==> config.mk <==
export PLATFORM = sky130hd
export DESIGN_NAME = program_stream_demux_core
export DESIGN_NICKNAME = d
export VERILOG_FILES = /design/src/rtl/psd_pkg.sv /design/src/rtl/program_stream_demux_core.sv
export SDC_FILE = /design/constraint.sdc
export NUM_CORES = 1
export LEC_CHECK = 0
export ABC_AREA = 1
export BUFFER_PORTS_ARGS = -buffer_cell sky130_fd_sc_hd__clkbuf_2
export CELL_PAD_IN_SITES_DETAIL_PLACEMENT = 1
export CELL_PAD_IN_SITES_GLOBAL_PLACEMENT = 1
export CORE_MARGIN = 3
export CORE_UTILIZATION = 39
export DETAILED_ROUTE_END_ITERATION = 16
export PLACE_DENSITY = 0.81
export SLEW_MARGIN = 10
export SYNTH_ARGS = -nofsm -noshare
export SYNTH_HDL_FRONTEND = slang
export SYNTH_SLANG_ARGS = --single-unit
==> constraint.sdc <==
create_clock -name clk -period 8.45 [get_ports clk]
set_input_delay 1.2675 -clock clk [delete_from_list [all_inputs] [get_ports clk]]
set_output_delay 1.2675 -clock clk [all_outputs]
set_load 0.01 [all_outputs]
==> src/rtl/psd_pkg.sv <==
// ----------------------------------------------------------------------------
// Program stream demultiplexer package
// Result kinds, start code ids and timestamp unpacking.
// ----------------------------------------------------------------------------
package psd_pkg;

  localparam int TsW = 33;

  localparam logic [1:0] KIND_PAY  = 2'd0;
  localparam logic [1:0] KIND_PACK = 2'd1;
  localparam logic [1:0] KIND_SYS  = 2'd2;
  localparam logic [1:0] KIND_ERR  = 2'd3;

  localparam logic [7:0] ID_PACK     = 8'hBA;
  localparam logic [7:0] ID_SYS      = 8'hBB;
  localparam logic [7:0] ID_PRIV     = 8'hBD;
  localparam logic [7:0] ID_AUDIO_LO = 8'hC0;
  localparam logic [7:0] ID_AUDIO_HI = 8'hC3;
  localparam logic [7:0] ID_VIDEO    = 8'hE0;

  // strip marker bits from a 5-byte timestamp field
  function automatic logic [TsW-1:0] ts_of(input logic [39:0] v);
    return {v[35:33], v[31:17], v[15:1]};
  endfunction

endpackage

==> src/rtl/program_stream_demux_core.sv <==
// ----------------------------------------------------------------------------
// Program stream demultiplexer core
// Byte-serial parser for pack, system and packet headers; emits payload, header and error words.
// ----------------------------------------------------------------------------
//  channel  | handshake              | payload
//  ---------+------------------------+-------------------------------------
//  in       | in_valid / in_stall    | command, in_byte
//  out      | out_valid / out_stall  | kind, stream_id, data_byte, pts, ...
//  cfg      | cfg_valid / cfg_ready  | cfg_data (video_only)
//
// One byte per cycle sustained while the output is not stalled; a word passes the
// input register, then the parser step into the result register.
// rst is synchronous and clears parser state, valids and video_only to 1.
// An output stall holds the result register; the input register then stalls.
// ----------------------------------------------------------------------------
module program_stream_demux_core (
  input  logic                    clk,
  input  logic                    rst,
  input  logic                    in_valid,
  output logic                    in_stall,
  input  logic                    command,
  input  logic [7:0]              in_byte,
  output logic                    out_valid,
  input  logic                    out_stall,
  output logic [1:0]              kind,
  output logic [7:0]              stream_id,
  output logic [7:0]              data_byte,
  output logic [psd_pkg::TsW-1:0] pts,
  output logic                    pts_valid,
  output logic                    first_byte,
  output logic                    last_byte,
  output logic [5:0]              audio_streams,
  output logic [4:0]              video_streams,
  output logic [psd_pkg::TsW-1:0] scr,
  input  logic                    cfg_valid,
  output logic                    cfg_ready,
  input  logic                    cfg_data
);
  import psd_pkg::*;

  typedef enum logic [3:0] {
    PH_SCAN, PH_CODE, PH_PACK, PH_SYS, PH_LEN, PH_STUFF,
    PH_STD, PH_MARK, PH_TS, PH_TSD, PH_DTS, PH_PAY
  } phase_t;

  typedef struct packed {
    logic [1:0]     kind;
    logic [7:0]     stream_id;
    logic [7:0]     data_byte;
    logic [TsW-1:0] pts;
    logic           pts_valid;
    logic           first_byte;
    logic           last_byte;
    logic [5:0]     audio_streams;
    logic [4:0]     video_streams;
    logic [TsW-1:0] scr;
  } result_t;

  logic           s0_valid;
  logic           s0_command;
  logic [7:0]     s0_byte;
  logic           advance;

  logic           video_only;
  phase_t         phase, phase_next;
  logic [1:0]     zero_run, zero_run_next;
  logic [3:0]     hcount, hcount_next;
  logic [39:0]    shift, shift_next;
  logic [7:0]     cur_id, cur_id_next;
  logic [15:0]    rem, rem_next;
  logic [TsW-1:0] pts_value, pts_value_next;
  logic           pts_present, pts_present_next;
  logic [1:0]     headers_done, headers_done_next;

  result_t        res, res_next;
  logic           res_fire;

  logic [1:0]     ts_mode;
  logic [3:0]     ts_need;
  logic [15:0]    ts_rem;
  logic [15:0]    pay_rem;
  logic [39:0]    shift_in;

  assign advance   = s0_valid && (!out_valid || !out_stall);
  assign in_stall  = s0_valid && !advance;
  assign cfg_ready = 1'b1;

  assign ts_mode  = s0_byte[5:4];
  assign ts_need  = (ts_mode == 2'd3) ? 4'd10 : (ts_mode == 2'd2) ? 4'd5 : 4'd1;
  assign ts_rem   = rem - {12'd0, ts_need};
  assign pay_rem  = (rem != 16'd0) ? rem - 16'd1 : rem;
  assign shift_in = {shift[31:0], s0_byte};

  always_comb begin
    phase_next        = phase;
    zero_run_next     = zero_run;
    hcount_next       = hcount;
    shift_next        = shift;
    cur_id_next       = cur_id;
    rem_next          = rem;
    pts_value_next    = pts_value;
    pts_present_next  = pts_present;
    headers_done_next = headers_done;
    res_next          = '0;
    res_fire          = 1'b0;

    if (s0_command) begin
      phase_next       = PH_SCAN;
      zero_run_next    = 2'd0;
      hcount_next      = 4'd0;
      rem_next         = 16'd0;
      shift_next       = '0;
      cur_id_next      = 8'd0;
      pts_present_next = 1'b0;
    end else begin
      unique case (phase)
        PH_CODE: begin
          zero_run_next = 2'd0;
          hcount_next   = 4'd0;
          shift_next    = '0;
          if (headers_done == 2'd0 && s0_byte == ID_PACK) begin
            phase_next = PH_PACK;
          end else if (headers_done == 2'd1 && s0_byte == ID_SYS) begin
            phase_next = PH_SYS;
          end else if (headers_done >= 2'd2 && (s0_byte == ID_VIDEO || s0_byte == ID_PRIV ||
                       (s0_byte >= ID_AUDIO_LO && s0_byte <= ID_AUDIO_HI))) begin
            cur_id_next      = s0_byte;
            pts_present_next = 1'b0;
            phase_next       = PH_LEN;
          end else begin
            phase_next = PH_SCAN;
          end
        end
        PH_PACK: begin
          if (hcount == 4'd0 && s0_byte[7:4] != 4'd2) begin
            res_fire           = 1'b1;
            res_next.kind      = KIND_ERR;
            res_next.stream_id = ID_PACK;
            phase_next         = PH_SCAN;
            zero_run_next      = 2'd0;
            hcount_next        = 4'd0;
            rem_next           = 16'd0;
          end else if (hcount == 4'd7) begin
            res_fire           = 1'b1;
            res_next.kind      = KIND_PACK;
            res_next.stream_id = ID_PACK;
            res_next.scr       = ts_of(shift);
            headers_done_next  = 2'd1;
            phase_next         = PH_SCAN;
            zero_run_next      = 2'd0;
            hcount_next        = 4'd0;
            rem_next           = 16'd0;
          end else begin
            if (hcount < 4'd5) begin
              shift_next = shift_in;
            end
            hcount_next = hcount + 4'd1;
          end
        end
        PH_SYS: begin
          shift_next = shift_in;
          if (hcount == 4'd6) begin
            res_fire               = 1'b1;
            res_next.kind          = KIND_SYS;
            res_next.stream_id     = ID_SYS;
            res_next.audio_streams = shift_in[15:10];
            res_next.video_streams = shift_in[4:0];
            headers_done_next      = 2'd2;
            phase_next             = PH_SCAN;
            zero_run_next          = 2'd0;
            hcount_next            = 4'd0;
            rem_next               = 16'd0;
          end else begin
            hcount_next = hcount + 4'd1;
          end
        end
        PH_LEN: begin
          if (hcount == 4'd0) begin
            rem_next    = {s0_byte, 8'd0};
            hcount_next = 4'd1;
          end else begin
            rem_next    = {rem[15:8], s0_byte};
            hcount_next = 4'd0;
            phase_next  = PH_STUFF;
          end
        end
        PH_STUFF, PH_MARK: begin
          priority if (phase == PH_STUFF && s0_byte == 8'hFF) begin
            if (rem == 16'd0) begin
              res_fire           = 1'b1;
              res_next.kind      = KIND_ERR;
              res_next.stream_id = cur_id;
              phase_next         = PH_SCAN;
              zero_run_next      = 2'd0;
              hcount_next        = 4'd0;
              rem_next           = 16'd0;
            end else begin
              rem_next = rem - 16'd1;
            end
          end else if (phase == PH_STUFF && s0_byte[7:6] == 2'b01) begin
            if (rem < 16'd2) begin
              res_fire           = 1'b1;
              res_next.kind      = KIND_ERR;
              res_next.stream_id = cur_id;
              phase_next         = PH_SCAN;
              zero_run_next      = 2'd0;
              hcount_next        = 4'd0;
              rem_next           = 16'd0;
            end else begin
              rem_next   = rem - 16'd2;
              phase_next = PH_STD;
            end
          end else if (ts_mode == 2'd1 || rem < {12'd0, ts_need}) begin
            res_fire           = 1'b1;
            res_next.kind      = KIND_ERR;
            res_next.stream_id = cur_id;
            phase_next         = PH_SCAN;
            zero_run_next      = 2'd0;
            hcount_next        = 4'd0;
            rem_next           = 16'd0;
          end else if (ts_mode == 2'd0) begin
            rem_next    = ts_rem;
            hcount_next = 4'd0;
            if (ts_rem == 16'd0) begin
              phase_next    = PH_SCAN;
              zero_run_next = 2'd0;
            end else begin
              phase_next = PH_PAY;
            end
          end else begin
            rem_next    = ts_rem;
            shift_next  = {32'd0, s0_byte};
            hcount_next = 4'd1;
            phase_next  = (ts_mode == 2'd3) ? PH_TSD : PH_TS;
          end
        end
        PH_STD: begin
          phase_next = PH_MARK;
        end
        PH_TS, PH_TSD: begin
          shift_next = shift_in;
          if (hcount == 4'd4) begin
            pts_value_next   = ts_of(shift_in);
            pts_present_next = 1'b1;
            hcount_next      = 4'd0;
            if (phase == PH_TSD) begin
              phase_next = PH_DTS;
            end else if (rem == 16'd0) begin
              phase_next    = PH_SCAN;
              zero_run_next = 2'd0;
            end else begin
              phase_next = PH_PAY;
            end
          end else begin
            hcount_next = hcount + 4'd1;
          end
        end
        PH_DTS: begin
          if (hcount >= 4'd4) begin
            hcount_next = 4'd0;
            if (rem == 16'd0) begin
              phase_next    = PH_SCAN;
              zero_run_next = 2'd0;
            end else begin
              phase_next = PH_PAY;
            end
          end else begin
            hcount_next = hcount + 4'd1;
          end
        end
        PH_PAY: begin
          hcount_next = 4'd1;
          rem_next    = pay_rem;
          if (pay_rem == 16'd0) begin
            phase_next    = PH_SCAN;
            zero_run_next = 2'd0;
            hcount_next   = 4'd0;
          end
          if (!(video_only && cur_id != ID_VIDEO)) begin
            res_fire            = 1'b1;
            res_next.kind       = KIND_PAY;
            res_next.stream_id  = cur_id;
            res_next.data_byte  = s0_byte;
            res_next.pts        = pts_present ? pts_value : '0;
            res_next.pts_valid  = pts_present;
            res_next.first_byte = (hcount == 4'd0);
            res_next.last_byte  = (pay_rem == 16'd0);
          end
        end
        default: begin
          phase_next = PH_SCAN;
          if (s0_byte == 8'd0) begin
            if (zero_run < 2'd2) begin
              zero_run_next = zero_run + 2'd1;
            end
          end else if (s0_byte == 8'd1 && zero_run >= 2'd2) begin
            zero_run_next = 2'd0;
            phase_next    = PH_CODE;
          end else begin
            zero_run_next = 2'd0;
          end
        end
      endcase
    end
  end

  always_ff @(posedge clk) begin
    if (rst) begin
      s0_valid     <= 1'b0;
      out_valid    <= 1'b0;
      video_only   <= 1'b1;
      phase        <= PH_SCAN;
      zero_run     <= 2'd0;
      hcount       <= 4'd0;
      shift        <= '0;
      cur_id       <= 8'd0;
      rem          <= 16'd0;
      pts_value    <= '0;
      pts_present  <= 1'b0;
      headers_done <= 2'd0;
    end else begin
      if (cfg_valid && cfg_ready) begin
        video_only <= cfg_data;
      end
      if (in_valid && !in_stall) begin
        s0_valid   <= 1'b1;
        s0_command <= command;
        s0_byte    <= in_byte;
      end else if (advance) begin
        s0_valid <= 1'b0;
      end
      if (advance) begin
        phase        <= phase_next;
        zero_run     <= zero_run_next;
        hcount       <= hcount_next;
        shift        <= shift_next;
        cur_id       <= cur_id_next;
        rem          <= rem_next;
        pts_value    <= pts_value_next;
        pts_present  <= pts_present_next;
        headers_done <= headers_done_next;
        out_valid    <= res_fire;
        if (res_fire) begin
          res <= res_next;
        end
      end else if (out_valid && !out_stall) begin
        out_valid <= 1'b0;
      end
    end
  end

  assign kind          = res.kind;
  assign stream_id     = res.stream_id;
  assign data_byte     = res.data_byte;
  assign pts           = res.pts;
  assign pts_valid     = res.pts_valid;
  assign first_byte    = res.first_byte;
  assign last_byte     = res.last_byte;
  assign audio_streams = res.audio_streams;
  assign video_streams = res.video_streams;
  assign scr           = res.scr;

endmodule

## After elaboration in Yosys (flattened, before gate mapping)

Cells that the tools add are included.

| storage, ports and cells | value |
|---|---|
| register bits | 216 |
| latch bits | 0 |
| bits in writable memories | 0 |
| bits in read-only memories | 0 |
| input port bits | 15 |
| output and inout bits | 101 |
| word-level logic and storage cells | 281 |
| memories kept | 0 |

| operators by class | value |
|---|---|
| add/subtract/negate cells | 5 |
| $mul | 0 |
| divide/modulo/power cells | 0 |
| $lt $le $gt $ge | 9 |
| equality and inequality tests | 56 |
| shifts and indexed selects | 0 |
| mux-type cells | 120 |
| bitwise operators | 8 |
| reductions and logical operators | 58 |

Operators with widths:

| cell | number |
|---|---|
| 2-to-1 mux 36 bit | 8 |
| 2-to-1 mux 16 bit | 11 |
| one-hot mux 36 bit (4 select lines) | 1 |
| 2-to-1 mux 4 bit | 26 |
| one-hot mux 16 bit (5 select lines) | 1 |
| 2-to-1 mux 10 bit | 7 |
| 2-to-1 mux 52 bit | 1 |
| inequality test 3 bit (second input constant) | 17 |
| logical NOT 16 bit | 3 |
| == test 8 bit (second input constant) | 5 |
| 2-to-1 mux 2 bit | 20 |
| 2-to-1 mux 8 bit | 5 |
| one-hot mux 10 bit (4 select lines) | 1 |
| one-hot mux 4 bit (9 select lines) | 1 |
| 2-to-1 mux 33 bit | 1 |
| one-hot mux 4 bit (8 select lines) | 1 |
| == test 4 x 3 -> 1 bit (second input constant) | 7 |
| 2-to-1 mux 1 bit | 26 |
| == test 4 bit (second input constant) | 4 |
| < comparator 16 x 2 -> 1 bit (second input constant) | 1 |
| < comparator 16 x 4 -> 1 bit | 1 |
| one-hot mux 2 bit (8 select lines) | 1 |
| nonzero test 16 bit | 1 |
| subtractor 16 x 1 -> 16 bit (second input constant) | 1 |
| other kinds (51) | 105 |

## Depth between registers and ports, before layout

Gate-level depths: netlist (run 1).

| logic depth | value |
|---|---|
| word-level depth | 12 |
| depth in mapped cells | 20 |
| depth with buffers taken out | 20 |

## Least setup slack after synthesis (run 1)

Ideal clock, no wire load.

| timing path | value |
|---|---|
| kind | register -> register |
| from | register s0_byte[5] |
| to | register res (netlist bit audio_streams[0]) (enable) |
| setup time | 0.555 ns |
| arrival time | 6.258 ns |
| required time | 7.895 ns |
| setup slack | 1.637 ns |
| cell stages (with the launch flop) | 20 |
| path buffers | 0 |
| period minus slack after synthesis | 6.813 ns |
| cell sequence | edfxtp_1 > inv_1 > nor2_1 > inv_1 > ha_1 > nand2_1 > nor2_1 > nor2_2 > nand2_1 > nor2_1 > nor2_1 > nand2_1 > nand3_1 > o21ai_2 > nor2_1 > nand2_1 > nand2_1 > inv_2 > nand2_1 > nor2_1 |

| on the way | value |
|---|---|
| word-level cells in the longest chain between the ends | 11 |
| elaborated cells on any way between the ends | 18 |
| classes of those cells | 1 x order compare; 5 x eq/ne; 8 x mux; 4 x reduce/logical |

Ends and longest elaborated chain:

| element | line | text |
|---|---|---|
| from (decl) | program_stream_demux_core.sv:61 | `logic [7:0] s0_byte;` |
| from (signal assigned) | program_stream_demux_core.sv:328 | `s0_byte <= in_byte;` |
| == test 2 bit | program_stream_demux_core.sv:89 | `assign ts_need = (ts_mode == 2'd3) ? 4'd10 : (ts_mode == 2'd2) ? 4'd5 : 4'd1;` |
| 2-to-1 mux 3 bit | program_stream_demux_core.sv:89 |  |
| 2-to-1 mux 4 bit | program_stream_demux_core.sv:89 |  |
| < comparator 16 x 4 -> 1 bit | program_stream_demux_core.sv:213 | `end else if (ts_mode == 2'd1 \|\| rem < {12'd0, ts_need}) begin` |
| logical OR 1 bit | program_stream_demux_core.sv:213 |  |
| 2-to-1 mux 1 bit | program_stream_demux_core.sv:213 |  |
| 2-to-1 mux 1 bit | program_stream_demux_core.sv:200 | `end else if (phase == PH_STUFF && s0_byte[7:6] == 2'b01) begin` |
| 2-to-1 mux 1 bit | program_stream_demux_core.sv:188 | `priority if (phase == PH_STUFF && s0_byte == 8'hFF) begin` |
| one-hot mux 1 bit (4 select lines) (*) | program_stream_demux_core.sv:116 | `unique case (phase)` |
| 2-to-1 mux 1 bit (*) | program_stream_demux_core.sv:107 | `if (s0_command) begin` |
| AND reduction 3 bit (no source line) (*) | n/a |  |
| to (signal assigned) | program_stream_demux_core.sv:344 | `res <= res_next;` |
| to (decl) | program_stream_demux_core.sv:75 | `result_t res, res_next;` |

Mark *: on every way between the ends. The rest lies on a longest branch, timed or not.
A chain may end at the register's enable or synchronous reset.

## Worst setup path after layout (run 1)

| timing path | value |
|---|---|
| from | register s0_byte[5] |
| to | register res (netlist bit scr[28]) (enable) |

Same word-level chain as after synthesis.

==> metrics.yaml, run 1 <==
worst_setup_path:
  r2r-start: "s0_byte[5]"
  critPathLaunchType: "flop"
  cp_data_required_time_ps: 8600
  end_kind: "flop"
  worstSetupPathType: "flop to flop"
  worstPathMaxFanout: 81
  setup.worst_path.start: "s0_byte[5]"
  arrival_ps: 5020
timing:
  setup_ws_ps: 3580
  timing.hold.ws_ps: 485
  hold_violations: 0
  final-max-slew-violation-count: 0
  period_needed_ps: 4870
  clock_skew_ps: 13.5
  setup_viol: 0
  fmax_mhz: 205
  tightest_slew_ps: 1050
  fin_setup_tns_ps: 0
  rsz0062_at_grt: "no"
  finalCritPeriodShare: 0.576
  slew_headroom: 0.303
drt:
  postRouteAntennaNets: 0
  drt_pass1_iterations: 5
  wl_um: 36100
  drc: 0
  vias: 10100
  wl_per_cell_um: 18.9
  drt-initial-drc-count: 631
  viasPerCell: 5.28
floorplan:
  die_area_um2: 30400
  pin_count: 116
  rows: 61
  die_y_um: 174
  start_util: 0.397
  core_area_um2: 27900
  fp.dieW_um: 174
yosys:
  synth_seq_cells: 215
  netlist_instances: 1414
  ys_async_sr_fraction: 0
  synth_top_flop_cell: "dfxtp_1"
  ys_types: 54
  yosysSeqAreaShare: 0.486
  syn_area_um2: 11100
  synth.net_count: 1443
  yosysWarnings: 0
  synth-edff-count: 107
  syn_avg_cell_area_um2: 7.82
grt:
  first_global_vias: 10200
  grt_antenna_before_repair: 0
  grt.total_usage: 0.232
  grt_max_degree: 83
  grt_pass1_wl_um: 56600
  grt-ovfl-total: 0
cts:
  clock-sinks: 215
  cts-resized-gates: 0
  cts_setup_buffers: 0
  cts-buffers-inserted: 24
  clock_latency_ps: 540
  root_buffer: "clkbuf_16"
  htreeDepth: 1
  clk_pin_slew_ps: 60
  cts_tree: "done"
  holdBufCountCts: 0
  clockBufferDepth: 3
place:
  place_congestion: 0.916
  place.port_buffers: 114
  pre_cts_ws_ps: 3610
  post-dp-hpwl_um: 26000
  place_area_um2: 11900
flow_run:
  maxCapViolations: 0
hold_path:
  holdCritStartpoint: "pts_present"
  hp-class: "flop to flop"
layout:
  drive_gt1_frac: 0.154
  fin_area_um2: 12700
  finish.utilization: 0.457
  antennaDiodeCount: 0
  final_common_cell: "nor2_1"
  fin_nets: 1541
  final_cell_mix: "nor2_1, nand2_1, inv_1"
  area_growth_pct: 15.1
power:
  cellLeakagePower_nw: 5.09
  ir_drop_v: 0.000135
  power_density_nw_per_um2: 184
outcome:
  status: "finished, final reports clean"
worst max-delay path: stages, from the launching register on:
cell and delay, ps:
edfxtp_1 380, inv_1 180, nor2_1 230, inv_1 70, ha_1 360, nand2_1 90, nor2_1 50, nor2_2 310
nand2_1 120, nor2_1 100, nor2_1 90, nand2_1 420, nand3_1 160, o21ai_2 120, nor2_1 90, nand2_1 60
nand2_1 60, inv_2 80, nand2_1 120, nor2_4 440, buf_4 840
Yosys cell counts (all sizes together), types with 2 or more instances:
cell type	instances	area [um^2]
o211ai	13	97.6
nor2	288	1220
o22ai	5	31.3
o31ai	3	27.5
edfxtp	107	3210
o21ai	115	587
nand4	22	150
nand2	258	1020
a21oi	99	522
clkbuf	31	118
nor4	2	12.5
o221ai	9	78.8
a31oi	7	43.8
xnor2	2	17.5
ha	13	163
nand3	71	398
dfxtp	108	2160
inv	197	742
nor3	20	115
buf	18	131
clkinv	5	21.3
xor2	10	87.6
worst paths after layout:
kind / slack [ps] / cells after the start / to
setup / recovery: 3580 / 20 / scr[28]
hold / removal: 480 / 2 / pts_present
setup reg to reg: 3580 / 20 / scr[28]
hold reg to reg: 480 / 2 / pts_present
registers in the layout (all words and copies together) (netlist names), 2 cells and up:
name and cells:
s0_byte 8, hcount 4, data_byte 8, video_streams 5, phase 4, stream_id 8
pts_value 33, headers_done 2, audio_streams 6, zero_run 2, pts 33, scr 33
shift 35, kind 2, rem 16, cur_id 8
where the power goes:
| part | internal, W | switching (W) | total, W |
|---|---|---|---|
| registers | 0.00110 | 0.0000137 | 0.00111 |
| logic | 0.0000406 | 0.000114 | 0.000154 |
| clock network | 0.000634 | 0.000439 | 0.00107 |
metrics by stage:
stage                     power [W]  instances
after floorplan             0.00124       1414
after global placement      0.00128       1864
after detailed placement    0.00129       1864
after CTS                   0.00236       1908
after global routing        0.00242       1908
final                       0.00234       1908
area by class of cell:
cell class / instances / area, um^2
inverters: 202 / 763
well taps: 378 / 473
repair buffers: 121 / 623
multi-input cells: 948 / 4680
flip-flops and latches: 215 / 5380
clock buffers: 35 / 693
fillers: 3391 / 15100
clock inverters: 9 / 115
cells by family after synthesis:
| logic type | count (synthesis) | synth area share |
|---|---|---|
| flip-flops | 215 | 0.486 |
| AO/OA/AOI/OAI | 257 | 0.130 |
| XOR/XNOR | 12 | 0.00951 |
| buffers and inverters | 251 | 0.0916 |
| other | 1 | 0.000339 |
| AND/OR/NAND/NOR | 664 | 0.266 |
| adder cells (fa/ha/maj) | 14 | 0.0165 |
layer usage:
metal | GRT usage | vias to the layer above | wire length (um)
li1 | - | 4819 | -
met4 | 0.0838 | 0 | 1330
met5 | 0 | - | 0
met1 | 0.304 | 4854 | 15800
met3 | 0.0312 | 81 | 1890
met2 | 0.392 | 322 | 17100
Note: power is estimated with default switching activity, not from simulation.
==> inputs of run 2 (changes only) <==
--- a/config.mk
+++ b/config.mk
@@ -12,7 +12,7 @@
 export CORE_MARGIN = 3
 export CORE_UTILIZATION = 39
 export DETAILED_ROUTE_END_ITERATION = 16
-export PLACE_DENSITY = 0.81
+export PLACE_DENSITY = 0.84
 export SLEW_MARGIN = 10
 export SYNTH_ARGS = -nofsm -noshare
 export SYNTH_HDL_FRONTEND = slang
==> constraint.sdc (replaced) <==
create_clock -name clk -period 4.2 [get_ports clk]
set_input_delay 0.63 -clock clk [delete_from_list [all_inputs] [get_ports clk]]
set_output_delay 0.63 -clock clk [all_outputs]
set_load 0.01 [all_outputs]
==> metrics.yaml, run 2 (same netlist as run 1, synthesis figures left out) <==
outcome:
  status: "finished, final reports clean"  # unchanged
worst_setup_path:
  cpMostUsedCell: "nand2_1"  # unchanged
  rr_endpoint: "scr[28]"  # unchanged
  r2r_cells: 19  # was 20
  critPathLaunchType: "flop"  # unchanged
  crit_chain: "nor2_1 -> inv_1 -> ha_1 -> nand2_1 -> nor2_1 -> nor2_2 -> nand2_1 -> nor2_1 -> nor2_1 -> nand2_1 -> nand3_1 -> o21ai_2 -> nor2_1 -> nand2_1 -> nand2_1 -> inv_2 -> nand2_1 -> nor2_4 -> buf_12"  # was inv_1 -> nor2_1 -> inv_1 -> ha_1 -> nand2_1 -> nor2_1 -> nor2_2 -> nand2_1 -> nor2_1 -> nor2_1 -> nand2_1 -> nand3_1 -> o21ai_2 -> nor2_1 -> nand2_1 -> nand2_1 -> inv_2 -> nand2_1 -> nor2_4 -> buf_4
  cp_data_required_time_ps: 4420  # was 8600 ps
  r2r_setup_slack_ps: 480  # was 3580 ps
  crit_cells: 19  # was 20
  arrival_ps: 3950  # was 5020 ps
  cp_top_family: "simple AND/OR/NAND/NOR gates"  # unchanged
  slowest_stage: "nor2_4"  # was buf_4
  cp_num_buf_inv: 3  # was 4
  end_kind: "flop"  # unchanged
  cpPeakStageDelay_ps: 470  # was 840 ps
  worstSetupPathType: "flop to flop"  # unchanged
  worstPathMaxFanout: 36  # was 81
  r2r-start: "s0_byte[4]"  # was s0_byte[5]
drt:
  drt-initial-drc-count: 890  # was 631
  drt_pass1_iterations: 7  # was 5
  wl_um: 35800  # was 36,100 um
  viasPerCell: 5.36  # was 5.28
  drc: 0  # unchanged
  wl_per_cell_um: 18.6  # was 18.9 um
  vias: 10300  # was 10,100
  postRouteAntennaNets: 0  # unchanged
hold_path:
  holdCritStartpoint: "in_byte[1]"  # was pts_present
  hp-class: "primary input to flop"  # was flop to flop
  min_to: "s0_byte[1]"  # was pts_present
  holdPathStages: 1  # was 2
grt:
  grt_antenna_before_repair: 0  # unchanged
  grt_pass1_wl_um: 57100  # was 56,600 um
  first_global_vias: 10500  # was 10,200
  grt_max_degree: 69  # was 83
  grt-ovfl-total: 0  # unchanged
  grt.total_usage: 0.231  # was 0.232
layout:
  final_common_cell: "nor2_1"  # unchanged
  drive_gt1_frac: 0.158  # was 0.154
  area_growth_pct: 15.7  # was 15.1%
  regMostFlops: "shift"  # unchanged
  fill_cells: 3431  # was 3,391
  final_cell_mix: "nor2_1, nand2_1, inv_1"  # unchanged
  fin_nets: 1553  # was 1,541
  antennaDiodeCount: 0  # unchanged
  largest_reg_flops: 35  # unchanged
cts:
  htreeDepth: 1  # unchanged
  cts_setup_buffers: 0  # unchanged
  clockBufferDepth: 3  # unchanged
  cts_tree: "done"  # unchanged
  clock_latency_ps: 550  # was 540 ps
  cts-resized-gates: 0  # unchanged
  root_buffer: "clkbuf_16"  # unchanged
  cts-buffers-inserted: 25  # was 24
  clk_pin_slew_ps: 70  # was 60 ps
  clock-sinks: 215  # unchanged
  holdBufCountCts: 0  # unchanged
timing:
  clock_skew_ps: 17.2  # was 13.5 ps
  fmax_mhz: 269  # was 205 MHz
  rsz0062_at_grt: "no"  # unchanged
  tightest_slew_ps: 920  # was 1050 ps
  period_needed_ps: 3720  # was 4870 ps
  fin_setup_tns_ps: 0  # unchanged
  finalCritPeriodShare: 0.887  # was 0.576
  final-max-slew-violation-count: 0  # unchanged
  slew_headroom: 0.386  # was 0.303
  setup_ws_ps: 477  # was 3580 ps
  setup_viol: 0  # unchanged
  hold_violations: 0  # unchanged
floorplan:
  die_area_um2: 30400  # unchanged
  pin_count: 116  # unchanged
  rows: 61  # unchanged
  start_util: 0.397  # unchanged
  core_area_um2: 27900  # unchanged
  fp.dieW_um: 174  # unchanged
  die_y_um: 174  # unchanged
place:
  place_congestion: 0.941  # was 0.916
  post-dp-hpwl_um: 26300  # was 26,000 um
  place.port_buffers: 114  # unchanged
  pre_cts_ws_ps: 512  # was 3610 ps
power:
  cellLeakagePower_nw: 5.31  # was 5.09 nW
  ir_drop_v: 0.000299  # was 0.000135 V
  power_density_nw_per_um2: 362  # was 184 nW/um^2
flow_run:
  maxCapViolations: 0  # unchanged
[run 2: power by group]
part / switching, W / total [W] / internal (W)
registers: 0.0000303 / 0.00225 / 0.00222
clock network: 0.000887 / 0.00208 / 0.00119
logic: 0.000225 / 0.000308 / 0.0000826
[run 2: layout make-up]
type	instances	area, um^2	area share
clock buffer	39	719	0.0563
multi-input combinational	948	4680	0.366
sequential	215	5380	0.420
tap	378	473	0.0370
clock inverter	7	58.8	0.00460
timing repair buffer	132	718	0.0562
inverter	202	763	0.0597
[run 2: worst max path at each step]
stage / from / to / slack (ps)
3_5_place_dp: s0_byte[4] / pts[15] / 510
4_1_cts: s0_byte[4] / scr[28] / 490
5_1_grt: s0_byte[5] / scr[26] / 160
6_report: s0_byte[4] / scr[28] / 480
3_3_place_gp: s0_byte[4] / scr[31] / 690
2_1_floorplan: s0_byte[5] / audio_streams[0] / 120
[run 2: layer usage]
layer / routed length (um) / GRT usage
met1: 15600 / 0.303
met2: 17200 / 0.396
met3: 2090 / 0.0343
met4: 987 / 0.0680
met5: 0 / 0
[run 2: through the flow]
stage | cell area [um^2] | std cells | power [W] | hold WS (ps) | util
6_report | 12800 | 1921 | 0.00463 | 262 | 0.459
5_1_grt | 12800 | 1921 | 0.00478 | 253 | 0.459
4_1_cts | 12800 | 1921 | 0.00466 | 252 | 0.459
3_5_place_dp | 12000 | 1875 | 0.00259 | 455 | 0.431
3_3_place_gp | 12000 | 1875 | 0.00258 | 450 | 0.431
2_1_floorplan | 11100 | 1414 | 0.00249 | 430 | -
==> inputs of run 3 (changes only) <==
--- a/config.mk
+++ b/config.mk
@@ -12,7 +12,8 @@
 export CORE_MARGIN = 3
 export CORE_UTILIZATION = 39
 export DETAILED_ROUTE_END_ITERATION = 16
-export PLACE_DENSITY = 0.84
+export PLACE_DENSITY = 0.81
+export REMOVE_ABC_BUFFERS = 1
 export SLEW_MARGIN = 10
 export SYNTH_ARGS = -nofsm -noshare
 export SYNTH_HDL_FRONTEND = slang
==> constraint.sdc (replaced) <==
create_clock -name clk -period 4.05 [get_ports clk]
set_input_delay 0.6075 -clock clk [delete_from_list [all_inputs] [get_ports clk]]
set_output_delay 0.6075 -clock clk [all_outputs]
set_load 0.01 [all_outputs]
==> metrics.yaml, run 3 (same netlist as run 1, synthesis figures left out) <==
worst_setup_path:
  worstPathMaxFanout: 15  # was 36
  cp_data_required_time_ps: 4270  # was 4420 ps
  r2r_cells: 20  # was 19
  r2r-start: "s0_byte[5]"  # was s0_byte[4]
  end_kind: "flop"  # unchanged
  worstSetupPathType: "flop to flop"  # unchanged
  arrival_ps: 3860  # was 3950 ps
  r2r_setup_slack_ps: 410  # was 480 ps
  rr_endpoint: "audio_streams[4]"  # was scr[28]
  critPathLaunchType: "flop"  # unchanged
cts:
  root_buffer: "clkbuf_16"  # unchanged
  htreeDepth: 1  # unchanged
  clock-sinks: 215  # unchanged
  clock_latency_ps: 530  # was 550 ps
  clk_pin_slew_ps: 60  # was 70 ps
  cts_tree: "done"  # unchanged
  cts-buffers-inserted: 24  # was 25
  holdBufCountCts: 0  # unchanged
  clockBufferDepth: 3  # unchanged
  cts_setup_buffers: 0  # unchanged
  cts-resized-gates: 0  # unchanged
layout:
  fin_area_um2: 12900  # was 12,800 um^2
  antennaDiodeCount: 0  # unchanged
  final_common_cell: "nor2_1"  # unchanged
  finalNonFillerCells: 1919  # was 1,921
  multi_input_area_um2: 4680  # unchanged
  regArea_um2: 5380  # unchanged
  fin_nets: 1552  # was 1,553
  finish.utilization: 0.462  # was 0.459
  largest_reg_flops: 35  # unchanged
  final_cell_mix: "nor2_1, nand2_1, inv_1"  # unchanged
  drive_gt1_frac: 0.162  # was 0.158
  fill_cells: 3434  # was 3,431
  area_growth_pct: 16.3  # was 15.7%
  regMostFlops: "shift"  # unchanged
hold_path:
  holdPathStages: 1  # unchanged
  hp-class: "primary input to flop"  # unchanged
  holdCritStartpoint: "command"  # was in_byte[1]
  min_to: "s0_command"  # was s0_byte[1]
grt:
  first_global_vias: 10500  # about the same
  grt_max_degree: 46  # was 69
  grt_pass1_wl_um: 57200  # was 57,100 um
  grt-ovfl-total: 0  # unchanged
  grt.total_usage: 0.234  # was 0.231
  grt_antenna_before_repair: 0  # unchanged
floorplan:
  rows: 61  # unchanged
  die_y_um: 174  # unchanged
  core_area_um2: 27900  # unchanged
  die_area_um2: 30400  # unchanged
  start_util: 0.397  # unchanged
  pin_count: 116  # unchanged
  fp.dieW_um: 174  # unchanged
timing:
  tightest_slew_ps: 916  # was 920 ps
  fmax_mhz: 275  # was 269 MHz
  hold_violations: 0  # unchanged
  fin_setup_tns_ps: 0  # unchanged
  slew_headroom: 0.389  # was 0.386
  finalCritPeriodShare: 0.898  # was 0.887
  final-max-slew-violation-count: 0  # unchanged
  period_needed_ps: 3640  # was 3720 ps
  rsz0062_at_grt: "no"  # unchanged
  clock_skew_ps: 19.8  # was 17.2 ps
  setup_viol: 0  # unchanged
drt:
  wl_per_cell_um: 18.8  # was 18.6 um
  drt-initial-drc-count: 785  # was 890
  drt_pass1_iterations: 6  # was 7
  wl_um: 36100  # was 35,800 um
  postRouteAntennaNets: 0  # unchanged
  viasPerCell: 5.30  # was 5.36
  vias: 10200  # was 10,300
  drc: 0  # unchanged
place:
  place_area_um2: 12000  # about the same
  place_congestion: 0.937  # was 0.941
  post-dp-hpwl_um: 26900  # was 26,300 um
  place.port_buffers: 114  # unchanged
  dpl.cell_count: 1875  # unchanged
power:
  report.power.total_w: 0.00492  # was 0.00463 W
  ir_drop_v: 0.000304  # was 0.000299 V
  cellLeakagePower_nw: 5.35  # was 5.31 nW
  power_density_nw_per_um2: 383  # was 362 nW/um^2
flow_run:
  maxCapViolations: 0  # unchanged
outcome:
  status: "finished, final reports clean"  # unchanged
run 3: power breakdown:
| group | switching, W | internal, W | leakage, nW |
|---|---|---|---|
| Clock | 0.000914 | 0.00136 | 0.407 |
| Sequential | 0.0000284 | 0.00230 | 1.85 |
| Combinational | 0.000235 | 0.0000868 | 3.09 |
| Total | 0.00118 | 0.00374 | 5.35 |
run 3: final cells by class:
type / count / share of cell area
Sequential cell: 215 / 0.418
Tap cell: 378 / 0.0368
Inverter: 202 / 0.0594
Clock inverter: 12 / 0.0103
Timing Repair Buffer: 132 / 0.0568
Multi-Input combinational cell: 948 / 0.364
Clock buffer: 32 / 0.0547
run 3: stage by stage:
stage	hold slack, ps	setup slack (ps)
6_report	264	413
5_1_grt	249	53.0
4_1_cts	246	408
3_5_place_dp	462	428
3_3_place_gp	440	650
2_1_floorplan	432	-2940
run 3: layer usage:
| metal | wire, um | global-route usage |
|---|---|---|
| met5 | 0 | 0 |
| met4 | 884 | 0.0637 |
| met1 | 15800 | 0.312 |
| met2 | 17200 | 0.399 |
| met3 | 2220 | 0.0328 |
run 3: critical path, cell delays in order, from the launching register on:
cell	delay, ps
edfxtp_1	370
inv_1	180
nor2_1	260
inv_1	70
ha_1	360
nand2_1	100
nor2_1	50
nor2_2	130
nand2_1	90
nor2_1	110
nor2_1	80
nand2_1	90
nand3_1	100
o21ai_2	100
nor2_1	80
nand2_1	60
nand2_1	70
inv_2	150
nand2_1	120
nor2_4	430
buf_4	320
run 3: how the worst max path moves through the flow:
stage | startpoint | end | slack [ps]
final | s0_byte[5] | audio_streams[4] | 410
after detailed placement | s0_byte[5] | video_streams[0] | 430
after global placement | s0_byte[5] | scr[1] | 650
after CTS | s0_byte[5] | audio_streams[4] | 410
after global routing | s0_byte[5] | scr[30] | 50
after floorplan | s0_byte[5] | audio_streams[0] | -2940
